--- src/hdl/tssc_pkg.sv ---
`default_nettype none
// ----------------------------------------------------------------------------
// tssc_pkg: shared types and constants of the top-k score selector
// Widths, entry and request structs, empty marker and tally helpers.
// ----------------------------------------------------------------------------
package tssc_pkg;

   // list depth and label width
   localparam int TOP_K      = 5;
   localparam int LABEL_BITS = 24;
   localparam int SCORE_BITS = 32;
   localparam int TALLY_BITS = 48;
   localparam int RANK_BITS  = (TOP_K > 1) ? $clog2(TOP_K) : 1;

   localparam logic [RANK_BITS-1:0]  LAST_RANK  = RANK_BITS'(TOP_K - 1);
   localparam logic [TALLY_BITS-1:0] TALLY_MAX  = {TALLY_BITS{1'b1}};
   localparam logic [SCORE_BITS-1:0] EMPTY_SCORE = {1'b1, {(SCORE_BITS-1){1'b0}}};

   // one list entry
   typedef struct packed {
      logic [SCORE_BITS-1:0] score;
      logic [LABEL_BITS-1:0] label;
   } entry_type;

   localparam entry_type EMPTY_ENTRY = '{score: EMPTY_SCORE, label: '0};

   // request broadcast to every cell
   typedef struct packed {
      logic                  valid;
      logic                  first;
      logic [SCORE_BITS-1:0] score;
      logic [LABEL_BITS-1:0] label;
   } ins_type;

   // four confusion counters
   typedef struct packed {
      logic [TALLY_BITS-1:0] tp;
      logic [TALLY_BITS-1:0] fn;
      logic [TALLY_BITS-1:0] fp;
      logic [TALLY_BITS-1:0] tn;
   } tally_type;

   // saturating increment
   function automatic logic [TALLY_BITS-1:0] sat_inc(input logic [TALLY_BITS-1:0] v);
      sat_inc = (v == TALLY_MAX) ? TALLY_MAX : v + TALLY_BITS'(1);
   endfunction

endpackage
`default_nettype wire

--- src/hdl/tssc_req_if.sv ---
`default_nettype none
// ----------------------------------------------------------------------------
// tssc_req_if: score request channel
// Valid/ready channel carrying one label score and its row flags.
// ----------------------------------------------------------------------------
interface tssc_req_if;
   import tssc_pkg::*;

   logic                  valid;
   logic                  ready;
   logic [SCORE_BITS-1:0] score;
   logic                  is_true_label;
   logic                  first_of_row;
   logic                  last_of_row;

   modport source (output valid, output score, output is_true_label,
                   output first_of_row, output last_of_row, input ready);
   modport sink   (input valid, input score, input is_true_label,
                   input first_of_row, input last_of_row, output ready);
endinterface
`default_nettype wire

--- src/hdl/tssc_rsp_if.sv ---
`default_nettype none
// ----------------------------------------------------------------------------
// tssc_rsp_if: ranked result channel
// Valid/ready channel carrying one list entry and the running tallies.
// ----------------------------------------------------------------------------
interface tssc_rsp_if;
   import tssc_pkg::*;

   logic                  valid;
   logic                  ready;
   logic [RANK_BITS-1:0]  rank;
   logic [SCORE_BITS-1:0] best_score;
   logic [LABEL_BITS-1:0] best_label;
   logic                  last_rank;
   logic [TALLY_BITS-1:0] true_pos_total;
   logic [TALLY_BITS-1:0] false_neg_total;
   logic [TALLY_BITS-1:0] false_pos_total;
   logic [TALLY_BITS-1:0] true_neg_total;

   modport source (output valid, output rank, output best_score, output best_label,
                   output last_rank, output true_pos_total, output false_neg_total,
                   output false_pos_total, output true_neg_total, input ready);
   modport sink   (input valid, input rank, input best_score, input best_label,
                   input last_rank, input true_pos_total, input false_neg_total,
                   input false_pos_total, input true_neg_total, output ready);
endinterface
`default_nettype wire

--- src/hdl/tssc_cell.sv ---
`default_nettype none
// ----------------------------------------------------------------------------
// tssc_cell: one rank of the insertion list
// Holds one entry. When the new score lands here it takes the new entry; when
// it lands above, it takes the upper neighbor's score with the label carried
// down the chain. It keeps a shadow copy that shifts up while results drain.
// ----------------------------------------------------------------------------
module tssc_cell import tssc_pkg::*; (
   input  wire logic                  clock,
   input  wire logic                  reset,
   input  wire ins_type               ins,
   input  wire entry_type             up_ent,
   input  wire logic                  up_gt,
   input  wire logic [LABEL_BITS-1:0] up_carry,
   output entry_type                  eff_ent,
   output logic                       gt,
   output logic [LABEL_BITS-1:0]      carry,
   input  wire logic                  snap,
   input  wire logic                  pop,
   input  wire entry_type             dn_shadow,
   output entry_type                  shadow
);

   entry_type ent_ff, ent_in;
   entry_type shadow_ff, shadow_in;
   logic      swap;

   // entry as seen by this request, cleared at row start
   assign eff_ent = ins.first ? EMPTY_ENTRY : ent_ff;
   assign gt      = $signed(ins.score) > $signed(eff_ent.score);

   // list is kept descending, so the carried entry moves on only past a lower score
   assign swap = $signed(up_ent.score) > $signed(eff_ent.score);

   // take the carried entry, insert here, or keep
   always_comb begin
      ent_in = ent_ff;
      if (ins.valid) begin
         if (up_gt) begin
            if (swap) begin
               ent_in = '{score: up_ent.score, label: up_carry};
            end else begin
               ent_in = eff_ent;
            end
         end else if (gt) begin
            ent_in = '{score: ins.score, label: ins.label};
         end else begin
            ent_in = eff_ent;
         end
      end
   end

   // label handed to the next rank: new label until it lands, then the displaced one
   always_comb begin
      if (up_gt) begin
         carry = swap ? eff_ent.label : up_carry;
      end else if (gt) begin
         carry = eff_ent.label;
      end else begin
         carry = ins.label;
      end
   end

   // shadow loads the updated list, then shifts toward rank zero
   always_comb begin
      shadow_in = shadow_ff;
      if (snap) begin
         shadow_in = ent_in;
      end else if (pop) begin
         shadow_in = dn_shadow;
      end
   end

   always_ff @(posedge clock) begin
      if (reset) begin
         ent_ff <= EMPTY_ENTRY;
      end else begin
         ent_ff <= ent_in;
      end
   end

   always_ff @(posedge clock) begin
      shadow_ff <= shadow_in;
   end

   assign shadow = shadow_ff;

endmodule
`default_nettype wire

--- src/hdl/tssc_tally.sv ---
`default_nettype none
// ----------------------------------------------------------------------------
// tssc_tally: saturating confusion counters
// Counts true/false positives and negatives, positive meaning score above 0.
// ----------------------------------------------------------------------------
module tssc_tally import tssc_pkg::*; (
   input  wire logic                  clock,
   input  wire logic                  reset,
   input  wire logic                  valid,
   input  wire logic                  truth,
   input  wire logic [SCORE_BITS-1:0] score,
   output tally_type                  tally_next
);

   tally_type tally_ff, tally_in;
   logic      positive;

   assign positive = !score[SCORE_BITS-1] && (score != '0);

   // bump exactly one counter per request
   always_comb begin
      tally_in = tally_ff;
      if (valid) begin
         if (truth && positive) begin
            tally_in.tp = sat_inc(tally_ff.tp);
         end else if (truth) begin
            tally_in.fn = sat_inc(tally_ff.fn);
         end else if (positive) begin
            tally_in.fp = sat_inc(tally_ff.fp);
         end else begin
            tally_in.tn = sat_inc(tally_ff.tn);
         end
      end
   end

   always_ff @(posedge clock) begin
      if (reset) begin
         tally_ff <= '0;
      end else begin
         tally_ff <= tally_in;
      end
   end

   assign tally_next = tally_in;

endmodule
`default_nettype wire

--- src/hdl/topk_score_select_with_confusion.sv ---
`default_nettype none
// ----------------------------------------------------------------------------
// topk_score_select_with_confusion: streaming top-k selector with tallies
// Keeps the best TOP_K scores of each row and running confusion counts.
// ----------------------------------------------------------------------------
// Usage:
//   req_ch carries one label score per request, with is_true_label and the
//   first_of_row / last_of_row flags. A request is taken when valid and ready
//   are both high. Labels are csr_wr_data (label offset) plus the column count.
//   Inside a row one request is taken every cycle: all TOP_K cells of the
//   insertion chain compare against the new score in parallel, each deciding
//   from its own compare and a label carried combinationally down the chain.
//   A request with last_of_row copies the updated list into the shadow chain;
//   the first result shows on rsp_ch the next cycle; all TOP_K results come
//   out rank 0 first, one per cycle while rsp_ch.ready stays high.
//   While results drain req_ch.ready is low, so the next row is held until
//   the last rank is taken. A stalled receiver simply holds the current
//   result; nothing is lost.
//   Reset (synchronous) empties the list, zeroes the column count, tallies
//   and label offset, and drops any pending results. The user must write the
//   label offset through csr_wr_en / csr_wr_data only while idle (unchecked).
// ----------------------------------------------------------------------------
module topk_score_select_with_confusion import tssc_pkg::*; (
   input  wire logic                  clock,
   input  wire logic                  reset,
   tssc_req_if.sink                   req_ch,
   tssc_rsp_if.source                 rsp_ch,
   input  wire logic                  csr_wr_en,
   input  wire logic [LABEL_BITS-1:0] csr_wr_data
);

   logic [LABEL_BITS-1:0] offset_ff, offset_in;
   logic [LABEL_BITS-1:0] col_ff, col_in, col_eff;
   logic                  busy_ff, busy_in;
   logic [RANK_BITS-1:0]  rank_ff, rank_in;
   tally_type             tally_next;
   tally_type             tally_out_ff;

   logic                  accept, snap, pop;
   ins_type               ins;
   entry_type             eff_ent      [TOP_K];
   entry_type             up_ent       [TOP_K];
   logic                  gt           [TOP_K];
   logic                  up_gt        [TOP_K];
   logic [LABEL_BITS-1:0] carry_lbl    [TOP_K];
   logic [LABEL_BITS-1:0] up_carry_lbl [TOP_K];
   entry_type             shadow       [TOP_K];
   entry_type             dn_shadow    [TOP_K];

   // handshakes
   assign req_ch.ready = !busy_ff;
   assign accept       = req_ch.valid && req_ch.ready;
   assign snap         = accept && req_ch.last_of_row;
   assign pop          = rsp_ch.valid && rsp_ch.ready;

   // label offset register
   assign offset_in = csr_wr_en ? csr_wr_data : offset_ff;

   // column count, restarted at row start
   assign col_eff = req_ch.first_of_row ? '0 : col_ff;
   assign col_in  = accept ? col_eff + LABEL_BITS'(1) : col_ff;

   always_comb begin
      ins.valid = accept;
      ins.first = req_ch.first_of_row;
      ins.score = req_ch.score;
      ins.label = offset_ff + col_eff;
   end

   // neighbor links of the cell chain
   always_comb begin
      for (int k = 0; k < TOP_K; k++) begin
         if (k == 0) begin
            up_ent[k]       = EMPTY_ENTRY;
            up_gt[k]        = 1'b0;
            up_carry_lbl[k] = '0;
         end else begin
            up_ent[k]       = eff_ent[k-1];
            up_gt[k]        = gt[k-1];
            up_carry_lbl[k] = carry_lbl[k-1];
         end
         if (k == TOP_K - 1) begin
            dn_shadow[k] = EMPTY_ENTRY;
         end else begin
            dn_shadow[k] = shadow[k+1];
         end
      end
   end

   for (genvar k = 0; k < TOP_K; k++) begin : g_cell
      tssc_cell u_cell (
         .clock     (clock),
         .reset     (reset),
         .ins       (ins),
         .up_ent    (up_ent[k]),
         .up_gt     (up_gt[k]),
         .up_carry  (up_carry_lbl[k]),
         .eff_ent   (eff_ent[k]),
         .gt        (gt[k]),
         .carry     (carry_lbl[k]),
         .snap      (snap),
         .pop       (pop),
         .dn_shadow (dn_shadow[k]),
         .shadow    (shadow[k])
      );
   end

   tssc_tally u_tally (
      .clock      (clock),
      .reset      (reset),
      .valid      (accept),
      .truth      (req_ch.is_true_label),
      .score      (req_ch.score),
      .tally_next (tally_next)
   );

   // result burst control
   always_comb begin
      busy_in = busy_ff;
      rank_in = rank_ff;
      if (snap) begin
         busy_in = 1'b1;
         rank_in = '0;
      end else if (pop) begin
         if (rank_ff == LAST_RANK) begin
            busy_in = 1'b0;
         end
         rank_in = rank_ff + RANK_BITS'(1);
      end
   end

   always_ff @(posedge clock) begin
      if (reset) begin
         offset_ff <= '0;
         col_ff    <= '0;
         busy_ff   <= 1'b0;
         rank_ff   <= '0;
      end else begin
         offset_ff <= offset_in;
         col_ff    <= col_in;
         busy_ff   <= busy_in;
         rank_ff   <= rank_in;
      end
   end

   // tallies frozen for the burst
   always_ff @(posedge clock) begin
      if (snap) begin
         tally_out_ff <= tally_next;
      end
   end

   // result payload from the head of the shadow chain
   assign rsp_ch.valid           = busy_ff;
   assign rsp_ch.rank            = rank_ff;
   assign rsp_ch.best_score      = shadow[0].score;
   assign rsp_ch.best_label      = shadow[0].label;
   assign rsp_ch.last_rank       = (rank_ff == LAST_RANK);
   assign rsp_ch.true_pos_total  = tally_out_ff.tp;
   assign rsp_ch.false_neg_total = tally_out_ff.fn;
   assign rsp_ch.false_pos_total = tally_out_ff.fp;
   assign rsp_ch.true_neg_total  = tally_out_ff.tn;

`ifndef SYNTH
   // no request is taken while a burst drains
   assert property (@(posedge clock) disable iff (reset) rsp_ch.valid |-> !accept)
      else $error("request taken during result burst");

   // a row end starts a burst at rank zero
   assert property (@(posedge clock) disable iff (reset)
      snap |=> (rsp_ch.valid && rsp_ch.rank == '0))
      else $error("burst did not start at rank zero");

   // the final rank taken ends the burst
   assert property (@(posedge clock) disable iff (reset)
      (pop && rsp_ch.last_rank) |=> !rsp_ch.valid)
      else $error("burst continued past last rank");

   // rank advances only when a result is taken
   assert property (@(posedge clock) disable iff (reset)
      (rsp_ch.valid && !rsp_ch.ready) |=> $stable(rank_ff))
      else $error("rank moved while stalled");
`endif

endmodule
`default_nettype wire

--- src/flat_wrapper.sv ---
// flat-port wrapper written by rule: the top's interface ports become plain ports
module topk_score_select_with_confusion_flat import tssc_pkg::*;
  (clock, reset, csr_wr_en, csr_wr_data, req_ch_valid, req_ch_score, req_ch_is_true_label, req_ch_first_of_row, req_ch_last_of_row, req_ch_ready, rsp_ch_valid, rsp_ch_rank, rsp_ch_best_score, rsp_ch_best_label, rsp_ch_last_rank, rsp_ch_true_pos_total, rsp_ch_false_neg_total, rsp_ch_false_pos_total, rsp_ch_true_neg_total, rsp_ch_ready);
  tssc_req_if req_ch_i ();
  tssc_rsp_if rsp_ch_i ();
  input  wire logic clock;
  input  wire logic reset;
  input  wire logic csr_wr_en;
  input  wire logic [LABEL_BITS-1:0] csr_wr_data;
  input wire logic [$bits(req_ch_i.valid)-1:0] req_ch_valid;
  input wire logic [$bits(req_ch_i.score)-1:0] req_ch_score;
  input wire logic [$bits(req_ch_i.is_true_label)-1:0] req_ch_is_true_label;
  input wire logic [$bits(req_ch_i.first_of_row)-1:0] req_ch_first_of_row;
  input wire logic [$bits(req_ch_i.last_of_row)-1:0] req_ch_last_of_row;
  output wire logic [$bits(req_ch_i.ready)-1:0] req_ch_ready;
  output wire logic [$bits(rsp_ch_i.valid)-1:0] rsp_ch_valid;
  output wire logic [$bits(rsp_ch_i.rank)-1:0] rsp_ch_rank;
  output wire logic [$bits(rsp_ch_i.best_score)-1:0] rsp_ch_best_score;
  output wire logic [$bits(rsp_ch_i.best_label)-1:0] rsp_ch_best_label;
  output wire logic [$bits(rsp_ch_i.last_rank)-1:0] rsp_ch_last_rank;
  output wire logic [$bits(rsp_ch_i.true_pos_total)-1:0] rsp_ch_true_pos_total;
  output wire logic [$bits(rsp_ch_i.false_neg_total)-1:0] rsp_ch_false_neg_total;
  output wire logic [$bits(rsp_ch_i.false_pos_total)-1:0] rsp_ch_false_pos_total;
  output wire logic [$bits(rsp_ch_i.true_neg_total)-1:0] rsp_ch_true_neg_total;
  input wire logic [$bits(rsp_ch_i.ready)-1:0] rsp_ch_ready;
  assign req_ch_i.valid = req_ch_valid;
  assign req_ch_i.score = req_ch_score;
  assign req_ch_i.is_true_label = req_ch_is_true_label;
  assign req_ch_i.first_of_row = req_ch_first_of_row;
  assign req_ch_i.last_of_row = req_ch_last_of_row;
  assign req_ch_ready = req_ch_i.ready;
  assign rsp_ch_valid = rsp_ch_i.valid;
  assign rsp_ch_rank = rsp_ch_i.rank;
  assign rsp_ch_best_score = rsp_ch_i.best_score;
  assign rsp_ch_best_label = rsp_ch_i.best_label;
  assign rsp_ch_last_rank = rsp_ch_i.last_rank;
  assign rsp_ch_true_pos_total = rsp_ch_i.true_pos_total;
  assign rsp_ch_false_neg_total = rsp_ch_i.false_neg_total;
  assign rsp_ch_false_pos_total = rsp_ch_i.false_pos_total;
  assign rsp_ch_true_neg_total = rsp_ch_i.true_neg_total;
  assign rsp_ch_i.ready = rsp_ch_ready;
  topk_score_select_with_confusion u_core (.clock(clock), .reset(reset), .req_ch(req_ch_i), .rsp_ch(rsp_ch_i), .csr_wr_en(csr_wr_en), .csr_wr_data(csr_wr_data));
endmodule
--- config.mk ---
export PLATFORM = sky130hd
export DESIGN_NAME = topk_score_select_with_confusion_flat
export DESIGN_NICKNAME = d
export VERILOG_FILES = /design/src/hdl/tssc_pkg.sv /design/src/hdl/tssc_req_if.sv /design/src/hdl/tssc_rsp_if.sv /design/src/hdl/tssc_cell.sv /design/src/hdl/tssc_tally.sv /design/src/hdl/topk_score_select_with_confusion.sv /design/src/flat_wrapper.sv
export SDC_FILE = /design/constraint.sdc
export NUM_CORES = 2
export LEC_CHECK = 0
export BUFFER_PORTS_ARGS = -buffer_cell sky130_fd_sc_hd__buf_2
export CORE_ASPECT_RATIO = 0.5
export CORE_MARGIN = 10
export CORE_UTILIZATION = 62
export CTS_CLUSTER_DIAMETER = 150
export DETAILED_ROUTE_END_ITERATION = 7
export GPL_TIMING_DRIVEN = 0
export MAX_ROUTING_LAYER = met4
export PLACE_DENSITY = 0.8
export SYNTH_ARGS = -nofsm -noshare
export SYNTH_HDL_FRONTEND = slang
export SYNTH_HIERARCHICAL = 1
export SYNTH_SLANG_ARGS = --single-unit
--- constraint.sdc ---
create_clock -name clock -period 19.5 [get_ports clock]
set_clock_uncertainty 0.2 [all_clocks]
set_input_delay 5.85 -clock clock [delete_from_list [all_inputs] [get_ports clock]]
set_output_delay 5.85 -clock clock [all_outputs]
set_load 0.02 [all_outputs]
==> flow_summary.toml <==
[clocking]
clkLatencyLatePin_ns = 0.74
clockBufferDepth = 3
cts.reportedPaths.clkPinSlew_ns = 0.06
h-tree-depth = 3
postCtsSetupBuffers = 0
cts-root-buf = "clkbuf_16"
cts_hold_buffers = 0
cts-resized-gates = 0
cts_sinks = 996
cts_buffers = 92
cts_tree = "done"

[worst_setup_path]
cp_max_fo = 27
required_ns = 19.85
r2r.worst_path.cells = 25
cpMaxStageDelayCell = "xor2_1"
crit_path_start = "req_ch_first_of_row"
critPathKind = "in2reg"
crit_arrival_ns = 14.77
cpPeakStageDelay_ns = 1.09
worstReg2RegStart = "u_core/col_ff[0]"
rrSetupSlack_ns = 12.08
crit_path_end_kind = "register"
r2r_end = "u_core/g_cell[4].u_cell/shadow[23]"
cp-start-kind = "input pin"

[synthesis]
syn_avg_cell_area_um2 = 8.31
yosysWarnings = 6
synth.cell_area_um2 = 66700
syn_inst = 8031

[pwr]
p_leak_nw = 29.1
pwr_density_cell_nw_per_um2 = 85.3
combPwrFrac_pct = 30.6
internal_power_w = 0.00399
seq_power_share_pct = 37.8
total_power_w = 0.00633
p_sw_w = 0.00234
peakVddDrop_uv = 83.2
clockPowerShare_pct = 31.6
p_sw_share_pct = 37.0

[min_path]
hp-class = "reg2reg"
hold_start = "u_core/g_cell[4].u_cell/ent_ff[4]"
whs_endpoint = "u_core/g_cell[4].u_cell/ent_ff[4]"
min_delay_path_depth = 2

[sta]
finalSetupTns_ns = 0
drv_slew = 14
tightest_slew_ns = 1.62
maxSlewHeadroom_pct = -9.03
clock.fmax_mhz = 69.3
rsz0062_at_grt = "false"
setup_violations = 0
period_minus_slack_ns = 14.42
finalCritPeriodShare_pct = 74.0
hold_viol_final = 0

[route]
highest_layer = "met4"
drt_wl_total_um = 241000
met1_length_um = 97300
drtAntennaViolNets = 0
remaining_drc_errors = 0
first_pass_iters = 7
post_drt_wl_per_cell_um = 23.8
wl_met3_um = 34800
detail_route.iter0.violations = 10500
routed_via_density = 6.56
vias = 66400
wl_met2_um = 99900

[outcome]
violations = "max-capacitance violations, max-slew violations"
status = "complete, but fails checks"

[finish]
fin_cells = 10100
final_nets = 9013
synthToLayoutAreaGrowth_pct = 11.2
final_common_cell = "inv_1"
final_cell_mix = "876 x inv_1, 798 x nand2_1, 554 x a21oi_1, 551 x nor2_1, 524 x dfxtp_1"
drive_gt1_share_pct = 11.3
fillers = 8667

[run]
drv_cap = 2

[floorplanning]
initial_core_util_pct = 63.0
die_x_um = 484
coreArea_um2 = 106000
die_h_um = 252
num_rows = 84
ios = 318
die-area_um2 = 122000

[place]
place_inst = 9938
hpwl_um = 184000
gp_congestion = 1.03
port-buffer-count = 315

[global_routing]
grt_pass1_wl_um = 360000
antenna_found_initial = 5
grtUsageTotal_pct = 38.3
grt_pass1_vias = 59900
grt_max_degree = 80
overflow = 0
layer usage:
layer	vias up	GRT usage, %
li1	30300	-
met1	30900	52.2
met2	4574	55.3
met3	611	10.5
met4	0	11.6
met5	-	-
worst max-delay path by stage:
stage,to,slack [ns],cells after the start
6_report,u_core/g_cell[4].u_cell/shadow[22],5.08,31
5_1_grt,u_core/g_cell[4].u_cell/shadow[22],4.83,31
3_5_place_dp,u_core/g_cell[4].u_cell/shadow[22],4.88,31
3_3_place_gp,u_core/g_cell[4].u_cell/shadow[46],2.12,6
4_1_cts,u_core/g_cell[4].u_cell/shadow[22],5.61,31
2_1_floorplan,u_core/g_cell[0].u_cell/shadow[0],6.50,5
flip-flops by register name, summed over array words and instances (netlist names):
name                           flops
u_core/u_tally/tally_ff          192
u_core/rsp_ch.true_neg_total      48
u_core/rsp_ch.false_neg_total     48
u_core/offset_ff                  24
u_core/col_ff                     24
u_core/rsp_ch.false_pos_total     48
u_core/rsp_ch.rank                 3
u_core/rsp_ch.valid                1
u_core/g_cell.u_cell/shadow      280
u_core/rsp_ch.true_pos_total      48
u_core/g_cell.u_cell/ent_ff      280
worst max-delay path, delay by kind of cell:
family	cells	cell delay, ns
xor+xnor	1	1.09
simple gates	5	0.56
compound gates	15	3.65
fa+ha+maj	2	0.54
buf+inv	8	3.00
power by group through the flow:
stage          Sequential [W]  Combinational (W)  Clock [W]
2_1_floorplan         0.00245            0.00124          0
3_3_place_gp          0.00244            0.00182          0
3_5_place_dp          0.00244            0.00183          0
4_1_cts               0.00239            0.00184    0.00201
5_1_grt               0.00240            0.00204    0.00209
6_report              0.00239            0.00194    0.00200
per-stage QoR:
step | hold slack, ns | worst slack [ns] | util [%] | cell area [um2]
after detailed placement | 0.271 | 4.88 | 66.8 | 70800
after global routing | 0.296 | 4.83 | 70.1 | 74200
after CTS | 0.284 | 5.61 | 70.0 | 74100
after global placement | 0.267 | 2.12 | 66.7 | 70700
final | 0.284 | 5.08 | 70.1 | 74200
after floorplan | 0.258 | 6.50 | - | 67300
layout make-up:
cell class              count  area (um2)  area share, %
clock inverters            61         774           1.04
plain buffers             618        2840           3.82
flip-flops and latches    996       24700           33.2
repair buffers            321        1690           2.28
well taps                1419        1780           2.39
clock buffers             113        2540           3.42
multi-input cells        5708       36600           49.4
inverters                 877        3290           4.44
diodes                      4        10.0         0.0135
Power figures use the tool's default switching activity.
